<file path="src/sv/gpct_pkg.sv">
// ----------------------------------------------------------------------------
// gpct_pkg
// Shared types and constants for the grace period callback tracker.
// ----------------------------------------------------------------------------
`default_nettype none

package gpct_pkg;

  // item operation codes, carried on in_tuser
  typedef enum logic [1:0] {
    OP_REPORT = 2'd0,
    OP_TICK   = 2'd1,
    OP_ENQ    = 2'd2,
    OP_DRAIN  = 2'd3
  } op_t;

  // result kinds, carried on out_tuser
  localparam logic KIND_READY = 1'b0;
  localparam logic KIND_FULL  = 1'b1;

  // field widths
  localparam int HANDLE_W = 16;
  localparam int COUNT_W  = 32;
  localparam int MASK_W   = 8;
  localparam int ID_W     = 3;

  // a drain releases at most this many handles
  localparam int MAX_RESULTS = 32;
  localparam int RES_CW      = 6;

  // wide enough for any processor index in range
  localparam int CPU_XW = 7;

endpackage

`default_nettype wire

</file>
<file path="src/sv/gpct_ram.sv">
// ----------------------------------------------------------------------------
// gpct_ram
// Generic single-write, single-read synchronous RAM with registered read.
// ----------------------------------------------------------------------------
`default_nettype none

module gpct_ram #(
  parameter int WIDTH = 32,
  parameter int DEPTH = 8
) (
  input  wire logic                                      clk,
  input  wire logic                                      wr_en,
  input  wire logic [((DEPTH > 1) ? $clog2(DEPTH) : 1)-1:0] wr_addr,
  input  wire logic [WIDTH-1:0]                          wr_data,
  input  wire logic                                      rd_en,
  input  wire logic [((DEPTH > 1) ? $clog2(DEPTH) : 1)-1:0] rd_addr,
  output logic      [WIDTH-1:0]                          rd_data
);

  logic [WIDTH-1:0] mem_r [DEPTH];

  // write port
  always_ff @(posedge clk) begin
    if (wr_en) begin
      mem_r[wr_addr] <= wr_data;
    end
  end

  // registered read, holds when not enabled
  always_ff @(posedge clk) begin
    if (rd_en) begin
      rd_data <= mem_r[rd_addr];
    end
  end

endmodule

`default_nettype wire

</file>
<file path="src/sv/grace_period_callback_tracker_unit.sv">
// ----------------------------------------------------------------------------
// grace_period_callback_tracker_unit
// Quiescent-state grace period tracker with a table of deferred handles.
// ----------------------------------------------------------------------------
// Usage:
//   in_*  channel: one item per handshake; in_tuser is the operation
//     (report, tick, enqueue, drain), in_tdata carries processor, masks
//     and handle. An item is taken when in_tvalid and in_tready are high.
//   out_* channel: result items; out_tuser is the kind (ready or refused),
//     out_tlast marks the final result of an input item.
//   Steps per item: an enqueue is stored at once, or its result goes to
//     the output register; a report reads, then writes its counter entry;
//     a tick with work reads, then evaluates and writes, each counter
//     entry; a drain with work reads and evaluates each slot in a counting
//     pass, then in an emitting pass that stops after the last release.
//   A single access to each memory is in flight at a time, so every
//   read-modify-write finishes before the next read of any entry.
//   Results leave through one output register; the block takes the next
//   item while a finished result waits there. When the receiver stalls,
//   an item with further results waits in place with in_tready low.
//   Reset (rst_n low, synchronous) clears all counters, the period state
//   and the valid bits of both memories; no clearing pass is needed.
// ----------------------------------------------------------------------------
`default_nettype none

module grace_period_callback_tracker_unit
  import gpct_pkg::*;
#(
  parameter int CPU_COUNT   = 8,
  parameter int TABLE_DEPTH = 32
) (
  input  wire logic         clk,
  input  wire logic         rst_n,
  // input items
  input  wire logic         in_tvalid,
  output logic              in_tready,
  input  wire logic [39:0]  in_tdata,   // cpu, running_mask, idle_mask, callback_handle
  input  wire logic [1:0]   in_tuser,   // operation
  // result items
  output logic              out_tvalid,
  input  wire logic         out_tready,
  output logic      [111:0] out_tdata,  // ready_handle, periods_done, queued_count,
                                        // retired_count
  output logic      [0:0]   out_tuser,  // result_kind
  output logic              out_tlast
);

  localparam int CW  = $clog2(CPU_COUNT);
  localparam int SW  = (TABLE_DEPTH > 1) ? $clog2(TABLE_DEPTH) : 1;
  localparam int CRW = 2 * COUNT_W;
  localparam int SRW = COUNT_W + HANDLE_W;

  typedef enum logic [2:0] {
    S_IDLE,
    S_CPU_RD,
    S_CPU_EX,
    S_ENQ_OUT,
    S_DR1_RD,
    S_DR1_EX,
    S_DR2_RD,
    S_DR2_EX
  } state_t;

  // input field split
  logic                in_fire;
  op_t                 in_op;
  logic [ID_W-1:0]     in_cpu;
  logic [MASK_W-1:0]   in_running;
  logic [MASK_W-1:0]   in_idle;
  logic [HANDLE_W-1:0] in_handle;

  assign in_fire    = in_tvalid && in_tready;
  assign in_op      = op_t'(in_tuser);
  assign in_cpu     = in_tdata[2:0];
  assign in_running = in_tdata[10:3];
  assign in_idle    = in_tdata[18:11];
  assign in_handle  = in_tdata[34:19];

  // registers
  state_t               state_r, state_nxt;
  logic [COUNT_W-1:0]   periods_r, periods_nxt;
  logic                 in_flight_r, in_flight_nxt;
  logic [COUNT_W-1:0]   drained_at_r, drained_at_nxt;
  logic [COUNT_W-1:0]   deferred_r, deferred_nxt;
  logic [COUNT_W-1:0]   released_r, released_nxt;
  logic [TABLE_DEPTH-1:0] slot_valid_r, slot_valid_nxt;
  logic [CPU_COUNT-1:0] cpu_init_r, cpu_init_nxt;
  logic                 tick_start_r, tick_start_nxt;
  logic                 blocked_r, blocked_nxt;
  logic [ID_W-1:0]      me_r, me_nxt;
  logic [MASK_W-1:0]    run_r, run_nxt;
  logic [MASK_W-1:0]    idle_r, idle_nxt;
  logic                 is_report_r, is_report_nxt;
  logic [CW-1:0]        cidx_r, cidx_nxt;
  logic [SW-1:0]        sidx_r, sidx_nxt;
  logic [RES_CW-1:0]    cnt_r, cnt_nxt;
  logic [RES_CW-1:0]    em_r, em_nxt;
  logic [HANDLE_W-1:0]  pend_handle_r, pend_handle_nxt;
  logic                 pend_kind_r, pend_kind_nxt;
  // output register
  logic                 out_valid_r, out_valid_nxt;
  logic                 out_kind_r, out_kind_nxt;
  logic                 out_last_r, out_last_nxt;
  logic [HANDLE_W-1:0]  out_handle_r, out_handle_nxt;
  logic [COUNT_W-1:0]   out_periods_r, out_periods_nxt;
  logic [COUNT_W-1:0]   out_queued_r, out_queued_nxt;
  logic [COUNT_W-1:0]   out_retired_r, out_retired_nxt;

  // memory ports
  logic                 cram_we;
  logic [CRW-1:0]       cram_wdata;
  logic                 cram_re;
  logic [CRW-1:0]       cram_rdata;
  logic                 sram_we;
  logic [SW-1:0]        sram_waddr;
  logic [SRW-1:0]       sram_wdata;
  logic                 sram_re;
  logic [SRW-1:0]       sram_rdata;

  // counter and snapshot per processor: {snapshot, counter}
  gpct_ram #(
    .WIDTH (CRW),
    .DEPTH (CPU_COUNT)
  ) u_cpu_ram (
    .clk     (clk),
    .wr_en   (cram_we),
    .wr_addr (cidx_r),
    .wr_data (cram_wdata),
    .rd_en   (cram_re),
    .rd_addr (cidx_r),
    .rd_data (cram_rdata)
  );

  // deferred handles: {stamp, handle}
  gpct_ram #(
    .WIDTH (SRW),
    .DEPTH (TABLE_DEPTH)
  ) u_slot_ram (
    .clk     (clk),
    .wr_en   (sram_we),
    .wr_addr (sram_waddr),
    .wr_data (sram_wdata),
    .rd_en   (sram_re),
    .rd_addr (sidx_r),
    .rd_data (sram_rdata)
  );

  // entries never written read as zero
  logic [COUNT_W-1:0] cur_cnt;
  logic [COUNT_W-1:0] cur_snap;
  assign cur_cnt  = cpu_init_r[cidx_r] ? cram_rdata[COUNT_W-1:0] : '0;
  assign cur_snap = cpu_init_r[cidx_r] ? cram_rdata[CRW-1:COUNT_W] : '0;

  // processor under sweep: mask bits exist only below eight
  logic [CPU_XW-1:0] cidx_ext;
  logic              cur_busy;
  assign cidx_ext = CPU_XW'(cidx_r);
  assign cur_busy = (cidx_ext < CPU_XW'(MASK_W)) && run_r[cidx_ext[2:0]] &&
                    !idle_r[cidx_ext[2:0]] &&
                    (cidx_ext != CPU_XW'(me_r)) && (cur_cnt == cur_snap);

  logic cpu_last;
  logic slot_last;
  assign cpu_last  = (cidx_r == CW'(CPU_COUNT - 1));
  assign slot_last = (sidx_r == SW'(TABLE_DEPTH - 1));

  // slot under sweep ready for release
  logic slot_ready;
  assign slot_ready = slot_valid_r[sidx_r] &&
                      (sram_rdata[SRW-1:HANDLE_W] <= periods_r);

  // lowest free slot
  logic          free_found;
  logic [SW-1:0] free_idx;
  always_comb begin
    free_found = 1'b0;
    free_idx   = '0;
    for (int i = TABLE_DEPTH - 1; i >= 0; i--) begin
      if (!slot_valid_r[i]) begin
        free_found = 1'b1;
        free_idx   = SW'(i);
      end
    end
  end

  // some other in-range processor running
  logic other_running;
  always_comb begin
    other_running = 1'b0;
    for (int c = 0; c < MASK_W; c++) begin
      if ((c < CPU_COUNT) && (ID_W'(c) != in_cpu) && in_running[c]) begin
        other_running = 1'b1;
      end
    end
  end

  logic any_valid;
  logic out_free;
  logic cpu_in_range;
  assign any_valid    = |slot_valid_r;
  assign out_free     = !out_valid_r || out_tready;
  assign cpu_in_range = (CPU_XW'(in_cpu) < CPU_XW'(CPU_COUNT));

  assign in_tready = (state_r == S_IDLE);

  // next-state logic
  always_comb begin
    state_nxt       = state_r;
    periods_nxt     = periods_r;
    in_flight_nxt   = in_flight_r;
    drained_at_nxt  = drained_at_r;
    deferred_nxt    = deferred_r;
    released_nxt    = released_r;
    slot_valid_nxt  = slot_valid_r;
    cpu_init_nxt    = cpu_init_r;
    tick_start_nxt  = tick_start_r;
    blocked_nxt     = blocked_r;
    me_nxt          = me_r;
    run_nxt         = run_r;
    idle_nxt        = idle_r;
    is_report_nxt   = is_report_r;
    cidx_nxt        = cidx_r;
    sidx_nxt        = sidx_r;
    cnt_nxt         = cnt_r;
    em_nxt          = em_r;
    pend_handle_nxt = pend_handle_r;
    pend_kind_nxt   = pend_kind_r;
    out_valid_nxt   = out_valid_r && !out_tready;
    out_kind_nxt    = out_kind_r;
    out_last_nxt    = out_last_r;
    out_handle_nxt  = out_handle_r;
    out_periods_nxt = out_periods_r;
    out_queued_nxt  = out_queued_r;
    out_retired_nxt = out_retired_r;
    cram_we         = 1'b0;
    cram_wdata      = {cur_snap, cur_cnt};
    cram_re         = 1'b0;
    sram_we         = 1'b0;
    sram_waddr      = free_idx;
    sram_wdata      = {periods_r + (in_flight_r ? COUNT_W'(2) : COUNT_W'(1)), in_handle};
    sram_re         = 1'b0;

    case (state_r)
      S_IDLE: begin
        if (in_fire) begin
          me_nxt   = in_cpu;
          run_nxt  = in_running;
          idle_nxt = in_idle;
          case (in_op)
            OP_REPORT: begin
              if (cpu_in_range) begin
                is_report_nxt = 1'b1;
                cidx_nxt      = CW'(in_cpu);
                state_nxt     = S_CPU_RD;
              end
            end
            OP_TICK: begin
              if (any_valid || in_flight_r) begin
                is_report_nxt  = 1'b0;
                tick_start_nxt = !in_flight_r;
                blocked_nxt    = 1'b0;
                cidx_nxt       = '0;
                state_nxt      = S_CPU_RD;
              end
            end
            OP_ENQ: begin
              if (!other_running) begin
                pend_kind_nxt   = KIND_READY;
                pend_handle_nxt = in_handle;
                state_nxt       = S_ENQ_OUT;
              end else if (free_found) begin
                sram_we                  = 1'b1;
                slot_valid_nxt[free_idx] = 1'b1;
                deferred_nxt             = deferred_r + COUNT_W'(1);
              end else begin
                pend_kind_nxt   = KIND_FULL;
                pend_handle_nxt = in_handle;
                state_nxt       = S_ENQ_OUT;
              end
            end
            OP_DRAIN: begin
              if (any_valid && (periods_r != drained_at_r)) begin
                drained_at_nxt = periods_r;
                sidx_nxt       = '0;
                cnt_nxt        = '0;
                state_nxt      = S_DR1_RD;
              end
            end
            default: begin
              state_nxt = S_IDLE;
            end
          endcase
        end
      end

      S_CPU_RD: begin
        cram_re   = 1'b1;
        state_nxt = S_CPU_EX;
      end

      // counter entry in hand: bump, snapshot or check
      S_CPU_EX: begin
        if (is_report_r) begin
          cram_we              = 1'b1;
          cram_wdata           = {cur_snap, cur_cnt + COUNT_W'(1)};
          cpu_init_nxt[cidx_r] = 1'b1;
          state_nxt            = S_IDLE;
        end else if (tick_start_r) begin
          cram_we              = 1'b1;
          cram_wdata           = {cur_cnt, cur_cnt};
          cpu_init_nxt[cidx_r] = 1'b1;
          if (cpu_last) begin
            in_flight_nxt = 1'b1;
            state_nxt     = S_IDLE;
          end else begin
            cidx_nxt  = cidx_r + CW'(1);
            state_nxt = S_CPU_RD;
          end
        end else begin
          blocked_nxt = blocked_r || cur_busy;
          if (cpu_last) begin
            if (!(blocked_r || cur_busy)) begin
              periods_nxt   = periods_r + COUNT_W'(1);
              in_flight_nxt = 1'b0;
            end
            state_nxt = S_IDLE;
          end else begin
            cidx_nxt  = cidx_r + CW'(1);
            state_nxt = S_CPU_RD;
          end
        end
      end

      // single result of an enqueue
      S_ENQ_OUT: begin
        if (out_free) begin
          out_valid_nxt   = 1'b1;
          out_kind_nxt    = pend_kind_r;
          out_handle_nxt  = pend_handle_r;
          out_last_nxt    = 1'b1;
          out_periods_nxt = periods_r;
          out_queued_nxt  = deferred_r;
          out_retired_nxt = released_r;
          state_nxt       = S_IDLE;
        end
      end

      S_DR1_RD: begin
        sram_re   = 1'b1;
        state_nxt = S_DR1_EX;
      end

      // counting pass: results must carry the final release count
      S_DR1_EX: begin
        if (slot_ready && (cnt_r != RES_CW'(MAX_RESULTS))) begin
          cnt_nxt = cnt_r + RES_CW'(1);
        end
        if (slot_last) begin
          released_nxt = released_r + COUNT_W'(cnt_nxt);
          sidx_nxt     = '0;
          em_nxt       = '0;
          state_nxt    = (cnt_nxt == '0) ? S_IDLE : S_DR2_RD;
        end else begin
          sidx_nxt  = sidx_r + SW'(1);
          state_nxt = S_DR1_RD;
        end
      end

      S_DR2_RD: begin
        sram_re   = 1'b1;
        state_nxt = S_DR2_EX;
      end

      // emitting pass, waits on the output register
      S_DR2_EX: begin
        if (slot_ready) begin
          if (out_free) begin
            out_valid_nxt          = 1'b1;
            out_kind_nxt           = KIND_READY;
            out_handle_nxt         = sram_rdata[HANDLE_W-1:0];
            out_last_nxt           = (em_r + RES_CW'(1) == cnt_r);
            out_periods_nxt        = periods_r;
            out_queued_nxt         = deferred_r;
            out_retired_nxt        = released_r;
            slot_valid_nxt[sidx_r] = 1'b0;
            em_nxt                 = em_r + RES_CW'(1);
            if ((em_r + RES_CW'(1) == cnt_r) || slot_last) begin
              state_nxt = S_IDLE;
            end else begin
              sidx_nxt  = sidx_r + SW'(1);
              state_nxt = S_DR2_RD;
            end
          end
        end else if (slot_last) begin
          state_nxt = S_IDLE;
        end else begin
          sidx_nxt  = sidx_r + SW'(1);
          state_nxt = S_DR2_RD;
        end
      end

      default: begin
        state_nxt = S_IDLE;
      end
    endcase
  end

  // state and registered outputs
  always_ff @(posedge clk) begin
    if (!rst_n) begin
      state_r       <= S_IDLE;
      periods_r     <= '0;
      in_flight_r   <= 1'b0;
      drained_at_r  <= '0;
      deferred_r    <= '0;
      released_r    <= '0;
      slot_valid_r  <= '0;
      cpu_init_r    <= '0;
      tick_start_r  <= 1'b0;
      blocked_r     <= 1'b0;
      is_report_r   <= 1'b0;
      cidx_r        <= '0;
      sidx_r        <= '0;
      cnt_r         <= '0;
      em_r          <= '0;
      out_valid_r   <= 1'b0;
    end else begin
      state_r       <= state_nxt;
      periods_r     <= periods_nxt;
      in_flight_r   <= in_flight_nxt;
      drained_at_r  <= drained_at_nxt;
      deferred_r    <= deferred_nxt;
      released_r    <= released_nxt;
      slot_valid_r  <= slot_valid_nxt;
      cpu_init_r    <= cpu_init_nxt;
      tick_start_r  <= tick_start_nxt;
      blocked_r     <= blocked_nxt;
      is_report_r   <= is_report_nxt;
      cidx_r        <= cidx_nxt;
      sidx_r        <= sidx_nxt;
      cnt_r         <= cnt_nxt;
      em_r          <= em_nxt;
      out_valid_r   <= out_valid_nxt;
    end
    me_r          <= me_nxt;
    run_r         <= run_nxt;
    idle_r        <= idle_nxt;
    pend_handle_r <= pend_handle_nxt;
    pend_kind_r   <= pend_kind_nxt;
    out_kind_r    <= out_kind_nxt;
    out_last_r    <= out_last_nxt;
    out_handle_r  <= out_handle_nxt;
    out_periods_r <= out_periods_nxt;
    out_queued_r  <= out_queued_nxt;
    out_retired_r <= out_retired_nxt;
  end

  // output port packing
  assign out_tvalid = out_valid_r;
  assign out_tuser  = out_kind_r;
  assign out_tlast  = out_last_r;
  assign out_tdata  = {out_retired_r, out_queued_r, out_periods_r, out_handle_r};

`ifndef ASSERT_OFF
  // release count never exceeds the per-drain limit
  assert property (@(posedge clk) disable iff (!rst_n)
    cnt_r <= RES_CW'(MAX_RESULTS))
    else $error("drain count above limit");

  // emitting pass never runs past the counted releases
  assert property (@(posedge clk) disable iff (!rst_n)
    (state_r == S_DR2_RD || state_r == S_DR2_EX) |-> (em_r < cnt_r))
    else $error("drain emitted more than counted");

  // release total moves only at the end of a counting pass
  assert property (@(posedge clk) disable iff (!rst_n)
    !$stable(released_r) |-> $past(state_r == S_DR1_EX))
    else $error("release total changed outside drain");

  // at most one slot fills per cycle
  assert property (@(posedge clk) disable iff (!rst_n)
    $countones(slot_valid_r) <= $past($countones(slot_valid_r)) + 1)
    else $error("more than one slot filled in a cycle");

  // a period completes only from a tick sweep
  assert property (@(posedge clk) disable iff (!rst_n)
    !$stable(periods_r) |-> ($past(state_r == S_CPU_EX) && $fell(in_flight_r)))
    else $error("period count changed outside tick");
`endif

endmodule

`default_nettype wire

</file>
<file path="config.mk">
export PLATFORM = sky130hd
export DESIGN_NAME = grace_period_callback_tracker_unit
export DESIGN_NICKNAME = d
export VERILOG_FILES = /design/src/sv/gpct_pkg.sv /design/src/sv/gpct_ram.sv /design/src/sv/grace_period_callback_tracker_unit.sv
export SDC_FILE = /design/constraint.sdc
export NUM_CORES = 2
export LEC_CHECK = 0
export ABC_CLOCK_PERIOD_IN_PS = 17900
export BUFFER_PORTS_ARGS = -buffer_cell sky130_fd_sc_hd__buf_2
export CORE_MARGIN = 8
export CORE_UTILIZATION = 45
export DETAILED_ROUTE_END_ITERATION = 7
export GPL_TIMING_DRIVEN = 0
export SYNTH_ARGS = -nofsm -noshare
export SYNTH_HDL_FRONTEND = slang
export SYNTH_HIERARCHICAL = 1
export SYNTH_SLANG_ARGS = --single-unit
</file>
<file path="constraint.sdc">
create_clock -name clk -period 17.9 [get_ports clk]
set_clock_uncertainty 0.15 [all_clocks]
set_input_delay 2.685 -clock clk [delete_from_list [all_inputs] [get_ports clk]]
set_output_delay 2.685 -clock clk [all_outputs]
set_load 0.02 [all_outputs]
</file>
======== After elaboration in Yosys (flattened, before gate mapping) ========
Memory sizes are Yosys's and may differ from the RTL's. A register that Yosys moved wholly into a read port is not among the register bits.
Index checks and enable logic that the tools add are counted.
word-level totals
  input bits .............................. 46
  memories kept ........................... 2
  bits in read-only memories .............. 0
  register bits ........................... 346
  latch bits .............................. 0
  RAM bits ................................ 2048
cells by class
  div/mod/pow operators ................... 0
  equality and inequality tests ........... 49
  multiplexer cells ....................... 194
  add/sub/neg operators ................... 9
  reductions and logical operators ........ 61
  bitwise operators ....................... 7
  $mul .................................... 0
  shift operators ......................... 0
  order comparisons ....................... 8
memory list
  memory            depth  width  read ports  clocked after memory_dff  wr ports  RTL line        text
  u_slot_ram.mem_r  32     48     1           1                         1         gpct_ram.sv:20  logic [WIDTH-1:0] mem_r [DEPTH];
  u_cpu_ram.mem_r   8      64     1           1                         1         gpct_ram.sv:20
operators with widths
  kind                                                              number
  32-bit 2-to-1 mux                                                 14
  32-bit case mux with 2 select lines                               4
  5-bit 2-to-1 mux                                                  40
  64-bit 2-to-1 mux                                                 3
  32-bit by 1-bit adder with 32-bit output (second input constant)  3
  1-bit 2-to-1 mux                                                  81
  16-bit 2-to-1 mux                                                 5
  3-bit 2-to-1 mux                                                  16
  6-bit 2-to-1 mux                                                  8
  32-bit by 2-bit adder with 32-bit output                          1
  32-bit by 6-bit adder with 32-bit output                          1
  32-bit bitwise AND                                                1
  32-bit equality test                                              1
  32-bit less-or-equal comparator                                   1
  32-bit inequality test                                            1
  32-bit NOT                                                        1
  32-bit OR                                                         1
  16-bit case mux with 2 select lines                               1
  4-bit AND reduction                                               8
  32-bit OR reduction                                               1
  3-bit case mux with 8 select lines                                1
  6-bit case mux with 2 select lines                                2
  1-bit logical AND                                                 20
  2-bit inequality test (second input constant)                     10
  47 further kinds                                                  103

======== Depth between registers and ports, before layout ========
  depth after elaboration ................. 42
  gate-level depth with buffers ........... 22
  mapped depth without buffers ............ 19

======== By module ========
The synthesis kept the hierarchy.
modules (own cells, without submodules)
  module                              area an instance (sq um)  cells each  times used
  gpct_ram (u_slot_ram)               61205.0                   3364        1
  gpct_ram (u_cpu_ram)                21187.8                   816         1
  grace_period_callback_tracker_unit  18437.7                   2015        1

======== Worst setup path before layout ========
OpenSTA, ideal clock, no wires.
  path type ............................... input-to-reg
  start ................................... input out_tready
  end ..................................... register out_periods_r[0], enable pin
  slack ................................... 10.437 ns
  buffers on the path ..................... 0
  arrival ................................. 6.761 ns
  cell stages on the path ................. 2
  path through ............................ nor2b_1 -> nor2_1
RTL lines
  what                    RTL line                                   text
  start: declaration      grace_period_callback_tracker_unit.sv:41   input wire logic out_tready,
  end signal: assignment  grace_period_callback_tracker_unit.sv:453  out_periods_r <= out_periods_nxt;
  end: declaration        grace_period_callback_tracker_unit.sv:105  logic [COUNT_W-1:0] out_periods_r, out_periods_nxt;

======== Final worst setup path ========
  start ................................... register periods_r[13]
  end ..................................... register released_r[26]
on the way
  cells in the longest elaborated chain, start to end .. 6
ends and longest elaborated chain
  what                                      RTL line                                   text
  start: declaration                        grace_period_callback_tracker_unit.sv:81   logic [COUNT_W-1:0] periods_r, periods_nxt;
  start signal: assignment                  grace_period_callback_tracker_unit.sv:429  periods_r <= periods_nxt;
  32-bit less-or-equal comparator           grace_period_callback_tracker_unit.sv:170  (sram_rdata[SRW-1:HANDLE_W] <= periods_r);
  1-bit logical AND                         grace_period_callback_tracker_unit.sv:169  assign slot_ready = slot_valid_r[sidx_r] &&
  1-bit logical AND                         grace_period_callback_tracker_unit.sv:355  if (slot_ready && (cnt_r != RES_CW'(MAX_RESULTS))) begin
  6-bit 2-to-1 mux                          grace_period_callback_tracker_unit.sv:355
  6-bit 2-to-1 mux                          grace_period_callback_tracker_unit.sv:243  case (state_r)
  32-bit by 6-bit adder with 32-bit output  grace_period_callback_tracker_unit.sv:359  released_nxt = released_r + COUNT_W'(cnt_nxt);
  end signal: assignment                    grace_period_callback_tracker_unit.sv:433  released_r <= released_nxt;
  end: declaration                          grace_period_callback_tracker_unit.sv:85   logic [COUNT_W-1:0] released_r, released_nxt;
No other way between the ends. The select of a mux whose other input is x is not followed.
A chain may end at the register's enable or synchronous reset.

==> results.toml <==
[layout]
synthToLayoutAreaGrowth_pct = 15.9
final.fill_count = 18000
regArea_um2 = 73300
finalNetCount = 6878
drive_gt1_share_pct = 16.1
fin_util_pct = 52.5
postLayoutCellArea_um2 = 117000
multiInputGateArea_um2 = 25900

[clocking]
clockRootBuffer = "clkbuf_16"
cts_setup_buffers = 0
cts_made_buffers = 281
cts_max_path_buffers = 4
cts_tree = "built"
htreeDepth = 5
clk_pin_slew_ns = 0.06
hold_buffers = 0
cts_resized = 0
cts.sinks = 2506
clk_latency_ns = 0.93

[detailed_routing]
viasPerCell = 5.76
drt_first_pass_iters = 6
drt_iter0_drc = 5595
ant_nets = 0
routedWlPerCell_um = 26.9
routed_wl_um = 267000
vias = 57400
route.detailed.drc = 0

[critical_path]
arrival_ns = 6.72
path_max_fanout = 10
critPathRequiredTime_ns = 18.51
path_class = "reg2reg"
crit_path_end_kind = "flop"
startpoint_type = "flop"

[global_routing]
grt_pass1_wl_um = 387000
overflow = 0
gr-usage-all-layers_pct = 21.7
grt_pass1_vias = 56400
grt_start_max_net_pins = 38
antenna_found_initial = 7

[synth]
synth_area_per_cell_um2 = 16.3
synth.area.top_cells = "edfxtp_1 (69%), mux2i_1 (8.1%), dfxtp_1 (3.9%)"
yosys.area.top_type = "edfxtp_1"
yosys_warnings = 6
ys_ff_latch = 2506
async_flop_share_pct = 0
syn_nets = 6296
syn_inst = 6195
syn_area_um2 = 101000
synth_seq_area_share_pct = 72.7
ys_types = 77
synth_edf_count = 2310
synth_top_cell_area_share_pct = 68.8
synth_ff_type = "edfxtp_1"

[timing]
finalCritPeriodShare_pct = 34.1
tightest_slew_ns = 1.40
slew_headroom_pct = 6.62
finalHoldViolations = 0
timing.fmax_mhz = 164
holdWs_ns = 0.282
fin_tns_setup_ns = 0
drv_slew = 0
grt_setup_unrepaired = "false"
timing.final.crit_period_ns = 6.11
finalSetupViolations = 0

[floorplanning]
num_rows = 173
boundaryPins = 162
initial_core_util_pct = 45.3
coreArea_um2 = 223000
die_h_um = 489
die_w_um = 489
die_area_um2 = 239000

[place]
post-dp-hpwl_um = 182000
dpl-instance-area_um2 = 108000
globalplace.congestion = 0.866
io_buffer_count = 154

[job]
maxCapViolations = 0

[status]
status = "complete, no violations"

[worst_hold_path]
hold_path_class = "reg2reg"

[power_and_ir_drop]
leakage_nw = 36.0
ir_worst_vdd_v = 0.0000671
power_density_nw_per_um2 = 112
finalPower_mw = 13.1
==> routing by layer <==
metal | part of all wire, % | track usage, % | up-vias | wire (um)
met5 | 0 | 0 | - | 0
met4 | 2.2 | 5.27 | 0 | 6010
met3 | 7.6 | 3.90 | 403 | 20200
met2 | 46 | 34.8 | 2193 | 124000
met1 | 44 | 31.2 | 29500 | 117000
li1 | - | - | 25300 | -
==> final cells by class <==
class	count	area share, %
Sequential cell	2506	62.7
Multi-Input combinational cell	3281	22.2
Clock buffer	351	6.33
Tap cell	2975	3.18
Timing Repair Buffer	299	2.82
Buffer	332	1.64
Clock inverter	130	0.916
Inverter	76	0.244
Antenna cell	4	0.00856
==> synth_stat cells (8+ instances only) <==
master	number
nand2b_1	19
a21oi_1	260
xor2_1	55
mux4_2	130
ha_1	53
mux2_2	78
buf_4	45
nand4_1	70
o21a_1	12
inv_1	76
mux2i_1	813
buf_2	55
o211ai_1	23
nor3_1	91
a22oi_1	151
a22o_1	101
nand3b_1	9
a21o_1	11
o31ai_1	9
and4_1	12
xnor2_1	155
clkbuf_1	148
dfxtp_1	196
nor2_1	237
and2_1	40
o22ai_1	8
o21ai_0	57
nand2_1	407
or3_1	31
and3_1	21
nor2b_1	9
buf_6	53
edfxtp_1	2310
a31oi_1	59
nor4_1	30
buf_1	26
nand3_1	233
==> sequential cells by signal, indices dropped and copies added, names as in the netlist, 16 cells and up <==
register,cells
u_slot_ram/rd_data,48
pend_handle_r,16
out_retired_r,32
out_periods_r,32
periods_r,32
slot_valid_r,32
deferred_r,32
drained_at_r,32
out_handle_r,16
u_slot_ram/mem_r,1536
released_r,32
u_cpu_ram/mem_r,512
u_cpu_ram/rd_data,64
out_queued_r,32
==> logic make-up (layout without fill, tap and decap cells) <==
| kind of cell | count (synthesis) | in the layout | synth area share (%) |
|---|---|---|---|
| buf+inv | 408 | 1188 | 2.18 |
| mux | 1021 | 1021 | 11.8 |
| flops | 2506 | 2506 | 72.7 |
| simple gates | 1242 | 1242 | 5.80 |
| other cells | 0 | 4 | 0 |
| xor+xnor | 210 | 210 | 1.82 |
| compound gates | 753 | 753 | 4.97 |
| fa+ha+maj | 55 | 55 | 0.697 |
==> final timing paths <==
kind	startpoint	end	slack, ns	depth (start not counted)
max	periods_r[13]	released_r[26]	11.79	19
min	periods_r[26]	out_periods_r[26]	0.28	0
max reg2reg	periods_r[13]	released_r[26]	11.79	19
min reg2reg	periods_r[26]	out_periods_r[26]	0.28	0
==> power by group <==
part / switching [mW] / leakage [nW] / internal [mW]
Clock: 2.22 / 4.13 / 3.15
Sequential: 0.0923 / 22.1 / 6.47
Combinational: 0.700 / 9.77 / 0.437
==> worst max-delay path, stage by stage, from the launching register on <==
cell and delay [ns]:
dfxtp_1 0.45, buf_1 0.47, inv_1 0.19, ha_1 0.34
nand4_1 0.19, a2111o_1 0.44, a31oi_1 0.72, nor3_2 0.14
buf_2 0.24, and2_1 0.20, o21ai_0 0.43, fa_1 0.31
a21o_1 0.14, a21oi_1 0.10, o21bai_1 0.15, a21oi_1 0.16
nor4_1 0.62, nand3_1 0.19, xnor2_1 0.15, and2_1 0.14
==> layout by cell type, fill, tap and decap left out, types with 21 or more instances in the layout <==
cell          n
clkinv_1     59
buf_8        25
nand2_1     407
and3_1       21
nor3_1       88
nand4_1      70
o211ai_1     23
xnor2_2      30
ha_1         53
a21oi_1     260
nor2_4       41
clkinv_2     38
buf_12       82
or3_1        31
dfxtp_1     196
buf_1        25
clkbuf_16   284
edfxtp_1   2310
buf_4        46
nand3_1     233
inv_1        76
o21ai_0      56
mux4_2      130
nor4_1       30
clkbuf_1    211
nor2_1      195
buf_2       210
xor2_1       55
a22oi_1     151
buf_6        86
mux2_2       78
a22o_1      101
and2_1       40
xnor2_1     125
a31oi_1      59
mux2i_1     813
==> through the flow <==
step | setup slack [ns] | cells
2_1_floorplan | 10.44 | 6195
3_3_place_gp | 6.16 | 9324
3_5_place_dp | 11.35 | 9469
4_1_cts | 11.78 | 9950
5_1_grt | 11.34 | 9951
6_report | 11.79 | 9954
Power figures use the tool's default switching activity.
